File: src/hdl/bounded_array_list_engine_defines.svh
// Assertion macros for the list engine.
// Each macro expects clk and arst_n in the scope where it is used.
`ifndef BOUNDED_ARRAY_LIST_ENGINE_DEFINES_SVH
`define BOUNDED_ARRAY_LIST_ENGINE_DEFINES_SVH

`ifndef ASSERT_OFF
`define BALE_ASSERT(label, prop, msg) \
	label: assert property (@(posedge clk) disable iff (!arst_n) prop) else $error(msg);
`define BALE_ASSERT_NEVER(label, prop, msg) \
	`BALE_ASSERT(label, !(prop), msg)
`else
`define BALE_ASSERT(label, prop, msg)
`define BALE_ASSERT_NEVER(label, prop, msg)
`endif

`endif

File: src/hdl/bal_pkg.sv
package bal_pkg;

	// storage and field sizes
	localparam int MAX_ENTRIES = 64;
	localparam int ADDR_W      = $clog2(MAX_ENTRIES);
	localparam int LEN_W       = $clog2(MAX_ENTRIES + 1);
	localparam int DATA_W      = 32;
	localparam int CMD_W       = 4;
	localparam int POS_W       = 6;
	localparam int CAP_W       = 7;
	localparam int OUT_CNT_W   = 7;
	localparam int CMP_W       = (LEN_W > POS_W) ? ((LEN_W > CAP_W) ? LEN_W : CAP_W)
	                                             : ((POS_W > CAP_W) ? POS_W : CAP_W);
	localparam logic [CAP_W-1:0] CAP_RESET = 7'd64;

	typedef logic [ADDR_W-1:0]    addr_t;
	typedef logic [LEN_W-1:0]     len_t;
	typedef logic [CMP_W-1:0]     cmp_t;
	typedef logic [DATA_W-1:0]    data_t;
	typedef logic [CAP_W-1:0]     cap_t;
	typedef logic [OUT_CNT_W-1:0] cnt_out_t;

	typedef enum logic [CMD_W-1:0] {
		CMD_INS_FRONT  = 4'd0,
		CMD_INS_REAR   = 4'd1,
		CMD_INS_AT     = 4'd2,
		CMD_INS_SORTED = 4'd3,
		CMD_DEL_FRONT  = 4'd4,
		CMD_DEL_REAR   = 4'd5,
		CMD_DEL_AT     = 4'd6,
		CMD_DEL_FIRST  = 4'd7,
		CMD_DEL_ALL    = 4'd8,
		CMD_SEARCH     = 4'd9,
		CMD_READ_AT    = 4'd10,
		CMD_COUNT      = 4'd11
	} cmd_t;

	typedef enum logic [2:0] {
		ST_IDLE,
		ST_INS_RD,
		ST_INS_WR,
		ST_SCAN_RD,
		ST_SCAN_EV,
		ST_READ_RD,
		ST_READ_EV,
		ST_DONE
	} state_t;

	typedef struct packed {
		logic [CMD_W-1:0]        command;
		logic signed [DATA_W-1:0] item;
		logic [POS_W-1:0]        position;
	} in_word_t;

	typedef struct packed {
		logic                     ok;
		logic                     found;
		logic signed [DATA_W-1:0] value;
		logic [OUT_CNT_W-1:0]     match_count;
		logic [OUT_CNT_W-1:0]     length;
	} out_word_t;

	typedef struct packed {
		logic  we;
		addr_t waddr;
		data_t wdata;
		addr_t raddr;
	} mem_req_t;

endpackage

File: src/hdl/bal_ram.sv
module bal_ram #(
	parameter int WIDTH = 32,
	parameter int DEPTH = 64
) (
	input  logic                     clk,
	input  logic                     we,
	input  logic [$clog2(DEPTH)-1:0] waddr,
	input  logic [WIDTH-1:0]         wdata,
	input  logic [$clog2(DEPTH)-1:0] raddr,
	output logic [WIDTH-1:0]         rdata
);

	logic [WIDTH-1:0] mem_q [DEPTH];
	logic [WIDTH-1:0] rdata_q;

	// one write port, one registered read port
	always_ff @(posedge clk) begin
		if (we) begin
			mem_q[waddr] <= wdata;
		end
		rdata_q <= mem_q[raddr];
	end

	assign rdata = rdata_q;

endmodule

File: src/hdl/bal_engine.sv
`include "bounded_array_list_engine_defines.svh"

module bal_engine (
	input  logic                clk,
	input  logic                arst_n,
	input  logic                in_valid,
	output logic                in_stall,
	input  bal_pkg::in_word_t   in_word,
	input  bal_pkg::cap_t       capacity,
	output bal_pkg::mem_req_t   mem_req,
	input  bal_pkg::data_t      mem_rdata,
	output logic                res_valid,
	input  logic                res_free,
	output bal_pkg::out_word_t  res_word
);

	bal_pkg::state_t state_q, state_d;
	bal_pkg::len_t   used_q;
	bal_pkg::cmd_t   cmd_q;
	bal_pkg::data_t  item_q;
	bal_pkg::len_t   idx_q;
	bal_pkg::len_t   tgt_q;
	bal_pkg::len_t   wr_q;
	bal_pkg::len_t   cnt_q;
	logic            ok_q;
	logic            found_q;
	bal_pkg::data_t  value_q;

	bal_pkg::cmd_t   cmd_in;
	logic            accept;
	bal_pkg::cmp_t   cap_ext, max_ext, eff_cap, used_ext, pos_ext;
	logic            can_ins;
	bal_pkg::state_t start_state;
	bal_pkg::len_t   start_tgt;
	bal_pkg::len_t   idx_dec;
	logic            is_del;
	logic            is_sorted;
	logic            rd_gt;
	logic            rd_match;
	logic            drop;
	logic            scan_end;
	logic            found_out;
	logic            cnt_out;

	assign cmd_in   = bal_pkg::cmd_t'(in_word.command);
	assign accept   = in_valid && !in_stall;
	assign in_stall = (state_q != bal_pkg::ST_IDLE);

	// effective capacity and insert room
	assign cap_ext  = bal_pkg::cmp_t'(capacity);
	assign max_ext  = bal_pkg::cmp_t'(bal_pkg::MAX_ENTRIES);
	assign eff_cap  = (cap_ext > max_ext) ? max_ext : cap_ext;
	assign used_ext = bal_pkg::cmp_t'(used_q);
	assign pos_ext  = bal_pkg::cmp_t'(in_word.position);
	assign can_ins  = used_ext < eff_cap;

	assign idx_dec   = idx_q - bal_pkg::len_t'(1);
	assign is_sorted = (cmd_q == bal_pkg::CMD_INS_SORTED);
	assign rd_gt     = $signed(mem_rdata) > $signed(item_q);
	assign rd_match  = (mem_rdata == item_q);
	assign scan_end  = (idx_q == used_q);

	// decode the held command
	always_comb begin
		is_del    = 1'b0;
		found_out = 1'b0;
		cnt_out   = 1'b0;
		drop      = 1'b0;
		case (cmd_q) inside
			bal_pkg::CMD_DEL_FRONT, bal_pkg::CMD_DEL_AT: begin
				is_del = 1'b1;
				drop   = (idx_q == tgt_q);
			end
			bal_pkg::CMD_DEL_FIRST: begin
				is_del    = 1'b1;
				found_out = 1'b1;
				drop      = rd_match && !found_q;
			end
			bal_pkg::CMD_DEL_ALL: begin
				is_del    = 1'b1;
				found_out = 1'b1;
				cnt_out   = 1'b1;
				drop      = rd_match;
			end
			bal_pkg::CMD_SEARCH: found_out = 1'b1;
			bal_pkg::CMD_COUNT:  cnt_out = 1'b1;
			default: ;
		endcase
	end

	// pick the first state and target for a new word
	always_comb begin
		start_state = bal_pkg::ST_DONE;
		start_tgt   = '0;
		case (cmd_in) inside
			bal_pkg::CMD_INS_FRONT, bal_pkg::CMD_INS_SORTED: begin
				if (can_ins) start_state = bal_pkg::ST_INS_RD;
			end
			bal_pkg::CMD_INS_REAR: begin
				start_tgt = used_q;
				if (can_ins) start_state = bal_pkg::ST_INS_RD;
			end
			bal_pkg::CMD_INS_AT: begin
				start_tgt = bal_pkg::len_t'(in_word.position);
				if (can_ins && pos_ext <= used_ext) start_state = bal_pkg::ST_INS_RD;
			end
			bal_pkg::CMD_DEL_FRONT: begin
				if (used_q != '0) start_state = bal_pkg::ST_SCAN_RD;
			end
			bal_pkg::CMD_DEL_AT: begin
				start_tgt = bal_pkg::len_t'(in_word.position);
				if (pos_ext < used_ext) start_state = bal_pkg::ST_SCAN_RD;
			end
			bal_pkg::CMD_DEL_FIRST, bal_pkg::CMD_DEL_ALL,
			bal_pkg::CMD_SEARCH, bal_pkg::CMD_COUNT: begin
				start_state = bal_pkg::ST_SCAN_RD;
			end
			bal_pkg::CMD_READ_AT: begin
				start_tgt = bal_pkg::len_t'(in_word.position);
				if (pos_ext < used_ext) start_state = bal_pkg::ST_READ_RD;
			end
			default: ;
		endcase
	end

	// state register
	always_ff @(posedge clk or negedge arst_n) begin
		if (!arst_n) begin
			state_q <= bal_pkg::ST_IDLE;
		end else begin
			state_q <= state_d;
		end
	end

	// next state and memory port
	always_comb begin
		state_d       = state_q;
		mem_req       = '0;
		mem_req.raddr = idx_q[bal_pkg::ADDR_W-1:0];
		res_valid     = 1'b0;
		unique case (state_q)
			bal_pkg::ST_IDLE: begin
				if (accept) state_d = start_state;
			end
			bal_pkg::ST_INS_RD: begin
				if (idx_q == tgt_q) begin
					mem_req.we    = 1'b1;
					mem_req.waddr = idx_q[bal_pkg::ADDR_W-1:0];
					mem_req.wdata = item_q;
					state_d       = bal_pkg::ST_DONE;
				end else begin
					mem_req.raddr = idx_dec[bal_pkg::ADDR_W-1:0];
					state_d       = bal_pkg::ST_INS_WR;
				end
			end
			bal_pkg::ST_INS_WR: begin
				mem_req.we    = 1'b1;
				mem_req.waddr = idx_q[bal_pkg::ADDR_W-1:0];
				if (is_sorted && !rd_gt) begin
					mem_req.wdata = item_q;
					state_d       = bal_pkg::ST_DONE;
				end else begin
					mem_req.wdata = mem_rdata;
					state_d       = bal_pkg::ST_INS_RD;
				end
			end
			bal_pkg::ST_SCAN_RD: begin
				state_d = scan_end ? bal_pkg::ST_DONE : bal_pkg::ST_SCAN_EV;
			end
			bal_pkg::ST_SCAN_EV: begin
				mem_req.we    = is_del && !drop;
				mem_req.waddr = wr_q[bal_pkg::ADDR_W-1:0];
				mem_req.wdata = mem_rdata;
				state_d       = bal_pkg::ST_SCAN_RD;
			end
			bal_pkg::ST_READ_RD: begin
				mem_req.raddr = tgt_q[bal_pkg::ADDR_W-1:0];
				state_d       = bal_pkg::ST_READ_EV;
			end
			bal_pkg::ST_READ_EV: begin
				state_d = bal_pkg::ST_DONE;
			end
			bal_pkg::ST_DONE: begin
				res_valid = 1'b1;
				if (res_free) state_d = bal_pkg::ST_IDLE;
			end
		endcase
	end

	// list length
	always_ff @(posedge clk or negedge arst_n) begin
		if (!arst_n) begin
			used_q <= '0;
		end else begin
			if (accept && cmd_in == bal_pkg::CMD_DEL_REAR && used_q != '0) begin
				used_q <= used_q - bal_pkg::len_t'(1);
			end else if ((state_q == bal_pkg::ST_INS_RD && idx_q == tgt_q) ||
			             (state_q == bal_pkg::ST_INS_WR && is_sorted && !rd_gt)) begin
				used_q <= used_q + bal_pkg::len_t'(1);
			end else if (state_q == bal_pkg::ST_SCAN_RD && scan_end && is_del) begin
				used_q <= wr_q;
			end
		end
	end

	// working registers and result fields
	always_ff @(posedge clk) begin
		if (accept) begin
			cmd_q   <= cmd_in;
			item_q  <= in_word.item;
			tgt_q   <= start_tgt;
			idx_q   <= (start_state == bal_pkg::ST_INS_RD) ? used_q : '0;
			wr_q    <= '0;
			cnt_q   <= '0;
			found_q <= 1'b0;
			value_q <= '0;
			ok_q    <= (cmd_in == bal_pkg::CMD_DEL_REAR) && (used_q != '0);
		end else begin
			unique case (state_q)
				bal_pkg::ST_INS_RD: begin
					if (idx_q == tgt_q) ok_q <= 1'b1;
				end
				bal_pkg::ST_INS_WR: begin
					if (is_sorted && !rd_gt) begin
						ok_q <= 1'b1;
					end else begin
						idx_q <= idx_dec;
					end
				end
				bal_pkg::ST_SCAN_RD: begin
					if (scan_end) begin
						case (cmd_q) inside
							bal_pkg::CMD_DEL_FIRST, bal_pkg::CMD_DEL_ALL,
							bal_pkg::CMD_SEARCH: ok_q <= found_q;
							default:             ok_q <= 1'b1;
						endcase
					end
				end
				bal_pkg::ST_SCAN_EV: begin
					if (rd_match) begin
						found_q <= 1'b1;
						cnt_q   <= cnt_q + bal_pkg::len_t'(1);
					end
					if (!drop) wr_q <= wr_q + bal_pkg::len_t'(1);
					idx_q <= idx_q + bal_pkg::len_t'(1);
				end
				bal_pkg::ST_READ_EV: begin
					ok_q    <= 1'b1;
					value_q <= mem_rdata;
				end
				bal_pkg::ST_IDLE, bal_pkg::ST_READ_RD, bal_pkg::ST_DONE: ;
			endcase
		end
	end

	// assemble the result word
	always_comb begin
		res_word             = '0;
		res_word.ok          = ok_q;
		res_word.found       = found_out && found_q;
		res_word.value       = value_q;
		res_word.match_count = cnt_out ? bal_pkg::cnt_out_t'(cnt_q) : '0;
		res_word.length      = bal_pkg::cnt_out_t'(used_q);
	end

	`BALE_ASSERT_NEVER(a_used_bound, used_q > bal_pkg::len_t'(bal_pkg::MAX_ENTRIES), "length past store depth")
	`BALE_ASSERT(a_write_state, mem_req.we |-> (state_q == bal_pkg::ST_INS_RD || state_q == bal_pkg::ST_INS_WR || state_q == bal_pkg::ST_SCAN_EV), "store written outside a walk")
	`BALE_ASSERT(a_compact_order, (state_q == bal_pkg::ST_SCAN_RD || state_q == bal_pkg::ST_SCAN_EV) |-> (wr_q <= idx_q), "compaction target passed scan index")
	`BALE_ASSERT(a_accept_leaves_idle, accept |=> (state_q != bal_pkg::ST_IDLE), "accepted word left engine idle")
	`BALE_ASSERT(a_done_holds, (state_q == bal_pkg::ST_DONE && !res_free) |=> (state_q == bal_pkg::ST_DONE), "result dropped while output full")

endmodule

File: src/hdl/bounded_array_list_engine.sv
// Bounded ordered list of signed 32-bit entries kept packed from position 0.
// Input channel: in_valid / in_stall carry one command word (command, item,
// position); a word is taken on a clock edge with in_valid high and in_stall
// low. Output channel: out_valid / out_stall carry one result word per
// command (ok, found, value, match_count, length).
// cfg_we writes cfg_data into the capacity register; write it only while idle.
// Timing: the engine handles one command at a time. Every entry it walks costs
// a read step and a step that evaluates it; inserts and deletes write the
// entry back to the store (a delete skips the entries it drops). Inserts walk
// the entries they shift, a sorted insert stopping when it meets an entry not
// greater than its item; other deletes, search and count walk the whole list.
// Read at reads a single entry; delete rear and words refused up front go
// straight to the result. The next word is taken in the cycle after the
// result word leaves the engine.
// The result sits in an output register; the engine takes the next command
// while that register waits, and holds its own finished result when
// out_stall keeps the register full.
// Reset empties the list and sets capacity to 64; the store itself is not
// cleared, as only positions below the length are ever read.
module bounded_array_list_engine (
	input  logic                 clk,
	input  logic                 arst_n,
	input  logic                 in_valid,
	output logic                 in_stall,
	input  bal_pkg::in_word_t    in_word,
	output logic                 out_valid,
	input  logic                 out_stall,
	output bal_pkg::out_word_t   out_word,
	input  logic                 cfg_we,
	input  bal_pkg::cap_t        cfg_data
);

	bal_pkg::cap_t      cap_q;
	bal_pkg::mem_req_t  mem_req;
	bal_pkg::data_t     mem_rdata;
	logic               res_valid;
	logic               res_free;
	bal_pkg::out_word_t res_word;
	logic               out_valid_q;
	bal_pkg::out_word_t out_word_q;

	// capacity register
	always_ff @(posedge clk or negedge arst_n) begin
		if (!arst_n) begin
			cap_q <= bal_pkg::CAP_RESET;
		end else if (cfg_we) begin
			cap_q <= cfg_data;
		end
	end

	bal_engine u_engine (
		.clk       (clk),
		.arst_n    (arst_n),
		.in_valid  (in_valid),
		.in_stall  (in_stall),
		.in_word   (in_word),
		.capacity  (cap_q),
		.mem_req   (mem_req),
		.mem_rdata (mem_rdata),
		.res_valid (res_valid),
		.res_free  (res_free),
		.res_word  (res_word)
	);

	bal_ram #(
		.WIDTH (bal_pkg::DATA_W),
		.DEPTH (bal_pkg::MAX_ENTRIES)
	) u_store (
		.clk   (clk),
		.we    (mem_req.we),
		.waddr (mem_req.waddr),
		.wdata (mem_req.wdata),
		.raddr (mem_req.raddr),
		.rdata (mem_rdata)
	);

	// output register: load when empty or being drained
	assign res_free = !out_valid_q || !out_stall;

	always_ff @(posedge clk or negedge arst_n) begin
		if (!arst_n) begin
			out_valid_q <= 1'b0;
		end else if (res_valid && res_free) begin
			out_valid_q <= 1'b1;
		end else if (!out_stall) begin
			out_valid_q <= 1'b0;
		end
	end

	always_ff @(posedge clk) begin
		if (res_valid && res_free) begin
			out_word_q <= res_word;
		end
	end

	assign out_valid = out_valid_q;
	assign out_word  = out_word_q;

endmodule
File: config.mk
export PLATFORM = sky130hd
export DESIGN_NAME = bounded_array_list_engine
export DESIGN_NICKNAME = d
export VERILOG_FILES = /design/src/hdl/bal_pkg.sv /design/src/hdl/bal_ram.sv /design/src/hdl/bal_engine.sv /design/src/hdl/bounded_array_list_engine.sv
export VERILOG_INCLUDE_DIRS = /design/src /design/src/hdl
export SDC_FILE = /design/constraint.sdc
export NUM_CORES = 2
export LEC_CHECK = 0
export ABC_CLOCK_PERIOD_IN_PS = 5300
export BUFFER_PORTS_ARGS = -buffer_cell sky130_fd_sc_hd__buf_4
export CAP_MARGIN = 0
export CORE_UTILIZATION = 45
export DETAILED_ROUTE_END_ITERATION = 10
export PLACE_DENSITY_LB_ADDON = 0.2
export SETUP_SLACK_MARGIN = 0.02
export SLEW_MARGIN = 20
export SYNTH_ARGS = -nofsm -noshare
export SYNTH_HDL_FRONTEND = slang
export SYNTH_SLANG_ARGS = --single-unit
File: constraint.sdc
create_clock -name clk -period 5.3 [get_ports clk]
set_input_delay 0.265 -clock clk [delete_from_list [all_inputs] [get_ports clk]]
set_output_delay 0.265 -clock clk [all_outputs]
set_load 0.02 [all_outputs]
# After elaboration in Yosys (flattened, before gate mapping)

Memories as Yosys holds them, arrays and structs flattened. A register that Yosys moved wholly into a read port is not among the register bits.
Index checks and enable logic that the tools add are counted.

Bits in registers: 164
Bits in writable memories: 2048
Bits of input ports: 54
Output and inout port bits: 50
Word-level logic and storage cells: 169
Memories: 1

Add/subtract/negate cells: 6
Magnitude comparators: 5
Equal/unequal tests: 36
Multiplexer cells: 63
Bitwise operators: 1
Reductions and logical operators: 39

Memories:

| name          | words | width | rd ports | clocked after memory_dff | wr ports | line          | source |
|---|---|---|---|---|---|---|---|
| u_store.mem_q | 64    | 32    | 1        | 1                        | 1        | bal_ram.sv:13 | `logic [WIDTH-1:0] mem_q [DEPTH];` |

Operator list:

| kind                                                | number |
|---|---|
| one-hot mux 39 bit (3 select lines)                 | 1 |
| two-way mux 7 bit                                   | 12 |
| two-way mux 3 bit                                   | 15 |
| two-way mux 39 bit                                  | 1 |
| equality test 32 bit                                | 1 |
| > comparator 32 bit                                 | 1 |
| two-way mux 32 bit                                  | 1 |
| adder 7 x 1 -> 7 bit, second input constant         | 4 |
| equality test 4 x 3 -> 1 bit, second input constant | 7 |
| equality test 4 bit, second input constant          | 7 |
| two-way mux 1 bit                                   | 25 |
| one-hot mux 3 bit (8 select lines)                  | 1 |
| logical AND 1 bit                                   | 15 |
| equality test 7 bit                                 | 2 |
| one-hot mux 7 bit (2 select lines)                  | 1 |
| subtractor 7 x 1 -> 7 bit, second input constant    | 2 |
| equality test 3 bit, second input constant          | 4 |
| equality test 4 x 2 -> 1 bit, second input constant | 3 |
| two-way mux 6 bit                                   | 2 |
| one-hot mux 6 bit (2 select lines)                  | 1 |
| nonzero test 3 bit                                  | 3 |
| AND reduction 2 bit                                 | 4 |
| > comparator 7 bit, second input constant           | 1 |
| <= comparator 6 x 7 -> 1 bit                        | 1 |
| other kinds (22)                                    | 35 |

# Logic depth before layout (Yosys ltp)

Depth after elaboration: 12
Gate-level depth with buffers: 17
Mapped depth without buffers: 13

# Modules after synthesis

From an unflattened synthesis, not the netlist that was laid out.

Cell total of the unflattened synthesis: 4133
Area, all modules: 86995.9 um^2

By module, submodules not included:

| module                    | instances | cells an instance | area an instance (um^2) | sequential area each (um^2) |
|---|---|---|---|---|
| bal_ram                   | 1         | 3324              | 78515.3                 | 62139.6 |
| bal_engine                | 1         | 742               | 6702.7                  | 2722.6 |
| bounded_array_list_engine | 1         | 67                | 1778.0                  | 1642.8 |

# Worst setup path before layout

Ideal clock, no wire load.

Path kind: register -> register
Start point: register u_engine.item_q[26]
End point: memory u_store.mem_q[12][0], enable pin
Library setup time: 421 ps
Arrival time: 3744 ps
Required time: 4879 ps
Slack: 1134 ps
Stages on the path, launching flop included: 13
Buffers on the path: 0
Period minus slack after synthesis: 4166 ps
Cell sequence: edfxtp_1 inv_1 ha_1 nand3_1 nor4_1 nand3_1 nor3_1 a221oi_1 nor2b_1 a21oi_1 a21oi_1 nand3_1 nor2_1

Cells in the longest elaborated chain, start to end: 9
Elaborated cells between the ends (all ways): 10
Those cells by class: eq/ne (1); mux (6); reduce/logical (3)

RTL lines:

| item                                                          | line                               | source |
|---|---|---|
| from (decl)                                                   | bal_engine.sv:20                   | `bal_pkg::data_t item_q;` |
| from (signal assigned)                                        | bal_engine.sv:210                  | `item_q <= in_word.item;` |
| equality test 32 bit (*)                                      | bal_engine.sv:60                   | `assign rd_match = (mem_rdata == item_q);` |
| two-way mux 1 bit / logical AND 1 bit (equally long branches) | bal_engine.sv:69, bal_engine.sv:77 |  |
| two-way mux 1 bit (*) (2 in a row)                            | bal_engine.sv:69                   | `case (cmd_q) inside` |
| zero test 1 bit (*)                                           | bal_engine.sv:171                  | `mem_req.we = is_del && !drop;` |
| logical AND 1 bit (*)                                         | bal_engine.sv:171                  |  |
| one-hot mux 39 bit (3 select lines) (*)                       | bal_engine.sv:141                  | `unique case (state_q)` |
| two-way mux 1 bit (*)                                         | bal_ram.sv:18                      | `if (we) begin` |
| two-way mux 1 bit (implied by the code) (*)                   | bal_ram.sv:19                      | `mem_q[waddr] <= wdata;` |
| to (decl)                                                     | bal_ram.sv:13                      |  |

Mark *: on every way between the ends. The rest lies on a longest branch, timed or not.

# Worst setup path after layout

Start point: register u_engine.idx_q[4]
End point: register u_store.rdata_q[7], in the netlist u_store.rdata[7], read port of u_store.mem_q

Cells in the longest elaborated chain, start to end: 3
Elaborated cells between the ends (all ways): 4
Those cells by class: add/sub (1); eq/ne (1); mux (2)

RTL lines:

| item                                                                    | line                                | source |
|---|---|---|
| from (decl)                                                             | bal_engine.sv:21                    | `bal_pkg::len_t idx_q;` |
| from (signal assigned)                                                  | bal_engine.sv:212                   | `idx_q <= (start_state == bal_pkg::ST_INS_RD) ? used_q : '0;` |
| from (signal assigned)                                                  | bal_engine.sv:227                   | `idx_q <= idx_dec;` |
| from (signal assigned)                                                  | bal_engine.sv:245                   | `idx_q <= idx_q + bal_pkg::len_t'(1);` |
| subtractor 7 x 1 -> 7 bit / equality test 7 bit (equally long branches) | bal_engine.sv:57, bal_engine.sv:146 |  |
| two-way mux 6 bit                                                       | bal_engine.sv:146                   | `if (idx_q == tgt_q) begin` |
| one-hot mux 6 bit (2 select lines) (*)                                  | bal_engine.sv:141                   |  |
| to (decl)                                                               | bal_ram.sv:14                       | `logic [WIDTH-1:0] rdata_q;` |

Marked as above.
A chain may end at the register's enable or synchronous reset.

==> flow_summary.yaml <==
finish:
  syn2layout_area_growth_pct: 16.1
  nFillCells: 15300
  finish.net_count: 5699
  drive_gt1_share_pct: 18.9
  fin_cells: 8343
placed_design:
  portBuffers: 103
  place_hpwl_mm: 142
  gp_congestion: 0.852
  place_inst: 7834
global_routing:
  grt_pass1_vias: 48400
  grt_overflow: 0
  antenna_found_initial: 31
  grt_pass1_wl_mm: 348
  grt_max_degree: 75
  track_usage_pct: 24.6
clock_network:
  cts_max_level: 4
  insertion_delay_ns: 0.87
  cts_buffers: 221
  cts_buffer_depth: 3
  cts.sink_count: 2244
  cts_root_buffer: "clkbuf_16"
  cts_tree: "built"
  clk_pin_slew_ns: 0.07
  cts_resized: 0
worst_setup_path:
  r2r_start: "u_engine.idx_q[4]"
  r2r_slack_ns: 0.15
  ff2ff_path_depth: 13
  timing_worst_setup_path_type: "reg -> reg"
  crit_fanout: 29
  crit_arrival_ns: 5.89
  cp.required_ns: 6.04
  cp-end-kind: "flop"
  critPathLaunchType: "flop"
  r2r-end: "u_store.rdata[7]"
timing:
  finalHoldViolations: 0
  worst_pin_slew_ns: 1.31
  rsz0062_at_grt: "no"
  setup_viol: 0
  fmax_mhz: 194
  finalCritPeriodShare_pct: 97.2
  skew_ns: 0.0399
  maxSlewViolCount: 0
  tns_ns: 0
  slew-limit-headroom_pct: 12.4
  fin_crit_ns: 5.15
synth:
  postSynthAreaPerCell_um2: 16.7
  synthCells: 5249
  ys_seq_area_share_pct: 75.7
  ys_warn_count: 0
  synth_area_mm2: 0.0878
  synthArstFlopShare_pct: 0.802
  synth-main-ff-cell: "edfxtp_1"
  yosysUniqueCellTypes: 64
  synth_edf_count: 2147
  synth_nets: 5355
  ys_ff_latch: 2244
detailed_routing:
  first_pass_iters: 8
  remaining_drc_errors: 0
  viasPerCell: 5.99
  ant_nets: 0
  wirelength_mm: 244
  wl_per_cell_um: 29.3
  drt_iter0_markers: 5795
  num_vias: 50000
flow_run:
  cap_violations: 0
pwr:
  total_leakage_power_uw: 0.0333
  vdd_ir_drop_max_mv: 0.582
  power_density_mw_per_mm2: 636
run_status:
  outcome: "completed"
min_path:
  hold_path_end: "u_engine.item_q[18]"
  min_delay_path_depth: 2
  hp-start: "in_word[24]"
  hp-class: "in -> reg"
floorplanning:
  num_rows: 161
  io_pins: 104
  core_region_area_mm2: 0.193
  initial_core_util_pct: 45.5
  die_w_um: 444
  dieArea_mm2: 0.197
  die_h_um: 444
==> power breakdown <==
| part | internal, uW | total, uW | leakage, uW | switching (uW) |
|---|---|---|---|---|
| Clock | 8430 | 15100 | 0.00344 | 6700 |
| Sequential | 21800 | 22500 | 0.0207 | 680 |
| Combinational | 9650 | 27300 | 0.00920 | 17600 |
==> worst max path at each step <==
stage	endpoint	slack, ns	startpoint
after global placement	u_store.rdata[7]	0.30	u_engine.idx_q[5]
final	u_store.rdata[7]	0.15	u_engine.idx_q[4]
after floorplan	u_store.mem_q[12][0]	1.13	u_engine.item_q[26]
after global routing	u_store.rdata[7]	0.01	u_engine.idx_q[4]
after detailed placement	u_store.rdata[7]	0.22	u_engine.idx_q[4]
after CTS	u_store.rdata[7]	0.22	u_engine.idx_q[4]
==> timing repair <==
item / 4_1_cts / 5_1_grt
endpoints found under the hold margin: 80 / 0
hold buffers: 62 / 0
buffers inserted: 0 / 0
==> cells by family (layout without fill, tap and decap cells) <==
logic type | Yosys count | after routing | synth area share (%)
AOI/OAI and AO/OA | 1111 | 1111 | 8.57
xor gates and xnor gates | 35 | 35 | 0.349
adders and majority gates | 52 | 52 | 0.741
buffers and inverters | 396 | 931 | 1.89
DFF | 2244 | 2244 | 75.7
muxes | 268 | 268 | 6.71
other | 0 | 33 | 0
and+or+nand+nor | 1143 | 1143 | 5.99
==> cells in the mapped netlist, types with 4 or more instances <==
cell | count | area share (%)
a211oi_1 | 258 | 2.2
a21o_1 | 7 | 0.060
a21oi_1 | 204 | 1.2
a221oi_1 | 4 | 0.040
a22o_1 | 43 | 0.43
a22oi_1 | 261 | 2.2
a31oi_1 | 262 | 1.9
and2_1 | 264 | 1.9
and3_1 | 6 | 0.043
buf_1 | 34 | 0.15
buf_2 | 58 | 0.33
buf_4 | 11 | 0.094
buf_6 | 8 | 0.10
clkbuf_1 | 230 | 0.98
dfrtp_1 | 17 | 0.48
dfxtp_1 | 79 | 1.8
edfxtp_1 | 2147 | 73
ha_1 | 52 | 0.74
inv_1 | 54 | 0.23
mux2_2 | 8 | 0.10
mux2i_1 | 4 | 0.046
mux4_2 | 256 | 6.6
nand2_1 | 646 | 2.8
nand2b_1 | 4 | 0.028
nand3_1 | 25 | 0.14
nand4_1 | 13 | 0.093
nor2_1 | 112 | 0.48
nor2b_1 | 6 | 0.043
nor3_1 | 14 | 0.080
nor4_1 | 5 | 0.036
o211ai_1 | 4 | 0.034
o21a_1 | 4 | 0.034
o21ai_0 | 28 | 0.16
o22ai_1 | 5 | 0.036
o31ai_1 | 4 | 0.034
or3_1 | 8 | 0.057
or4_1 | 35 | 0.30
xnor2_1 | 21 | 0.21
xor2_1 | 14 | 0.14
==> critical path: stages (launching register included) <==
cell and delay, ns:
edfxtp_1 0.56, xnor2_1 0.28, nand3_1 0.19, nor2_4 0.26, ha_1 0.18, nor2_1 0.05, a21oi_1 0.32, o21a_4 0.62
buf_12 0.32, buf_4 0.21, mux4_2 0.51, a22oi_1 0.50, a21oi_1 0.46, or4_1 0.52
==> flip-flops by register name, summed over array words and instances, names as in the netlist <==
register,count
out_valid,1
u_engine.cmd_q,4
cap_q,7
u_store.mem_q,2048
u_engine.state_q,3
u_engine.found_q,1
u_engine.cnt_q,7
u_engine.used_ext,7
u_engine.value_q,32
u_engine.idx_q,7
u_engine.tgt_q,7
u_engine.item_q,32
u_engine.wr_q,7
u_engine.ok_q,1
out_word,48
u_store.rdata,32
==> layout make-up <==
| type | instances | area (um^2) | area share, % |
|---|---|---|---|
| well taps | 2526 | 3160 | 3.10 |
| clock inverters | 126 | 1030 | 1.01 |
| flip-flops and latches | 2244 | 66500 | 65.3 |
| multi-input cells | 2609 | 20200 | 19.9 |
| inverters | 55 | 208 | 0.204 |
| repair buffers | 462 | 4710 | 4.62 |
| diodes | 33 | 82.6 | 0.0810 |
| clock buffers | 288 | 5970 | 5.85 |
==> metrics by stage <==
step / hold WS (ns) / worst slack, ns / total power, uW / cell area [um^2] / utilization (%)
3_3_place_gp: 0.159 / 0.298 / 49700 / 94200 / 48.8
6_report: 0.140 / 0.150 / 64900 / 102000 / 52.8
2_1_floorplan: -0.0306 / 1.13 / 38300 / 87800 / -
4_1_cts: 0.0796 / 0.218 / 65000 / 102000 / 52.7
3_5_place_dp: 0.160 / 0.224 / 49900 / 94200 / 48.8
5_1_grt: 0.106 / 0.00958 / 67400 / 102000 / 52.7
==> placed cells by master (no fill, tap or decap), drive strengths merged, types with 21 or more instances in the layout <==
cell type / count
dlygate4sd3: 62
clkbuf: 288
o21ai: 29
nand2: 646
and2: 264
buf: 400
dfxtp: 79
ha: 52
a211oi: 258
clkinv: 105
diode: 33
a22o: 43
nor2: 113
a31oi: 262
a21oi: 207
xnor2: 21
inv: 62
a22oi: 261
or4: 35
nand3: 25
edfxtp: 2147
mux4: 256
==> routing by layer <==
| metal | GRT usage (%) | routed length [um] | up-vias | part of all wire [%] |
|---|---|---|---|---|
| li1 | - | - | 21600 | - |
| met1 | 34.6 | 102000 | 25900 | 42 |
| met2 | 38.0 | 113000 | 2170 | 46 |
| met3 | 4.70 | 20400 | 354 | 8.3 |
| met4 | 9.82 | 9340 | 4 | 3.8 |
| met5 | 0 | 26 | - | 0.011 |
(Power assumes the default switching activity.)
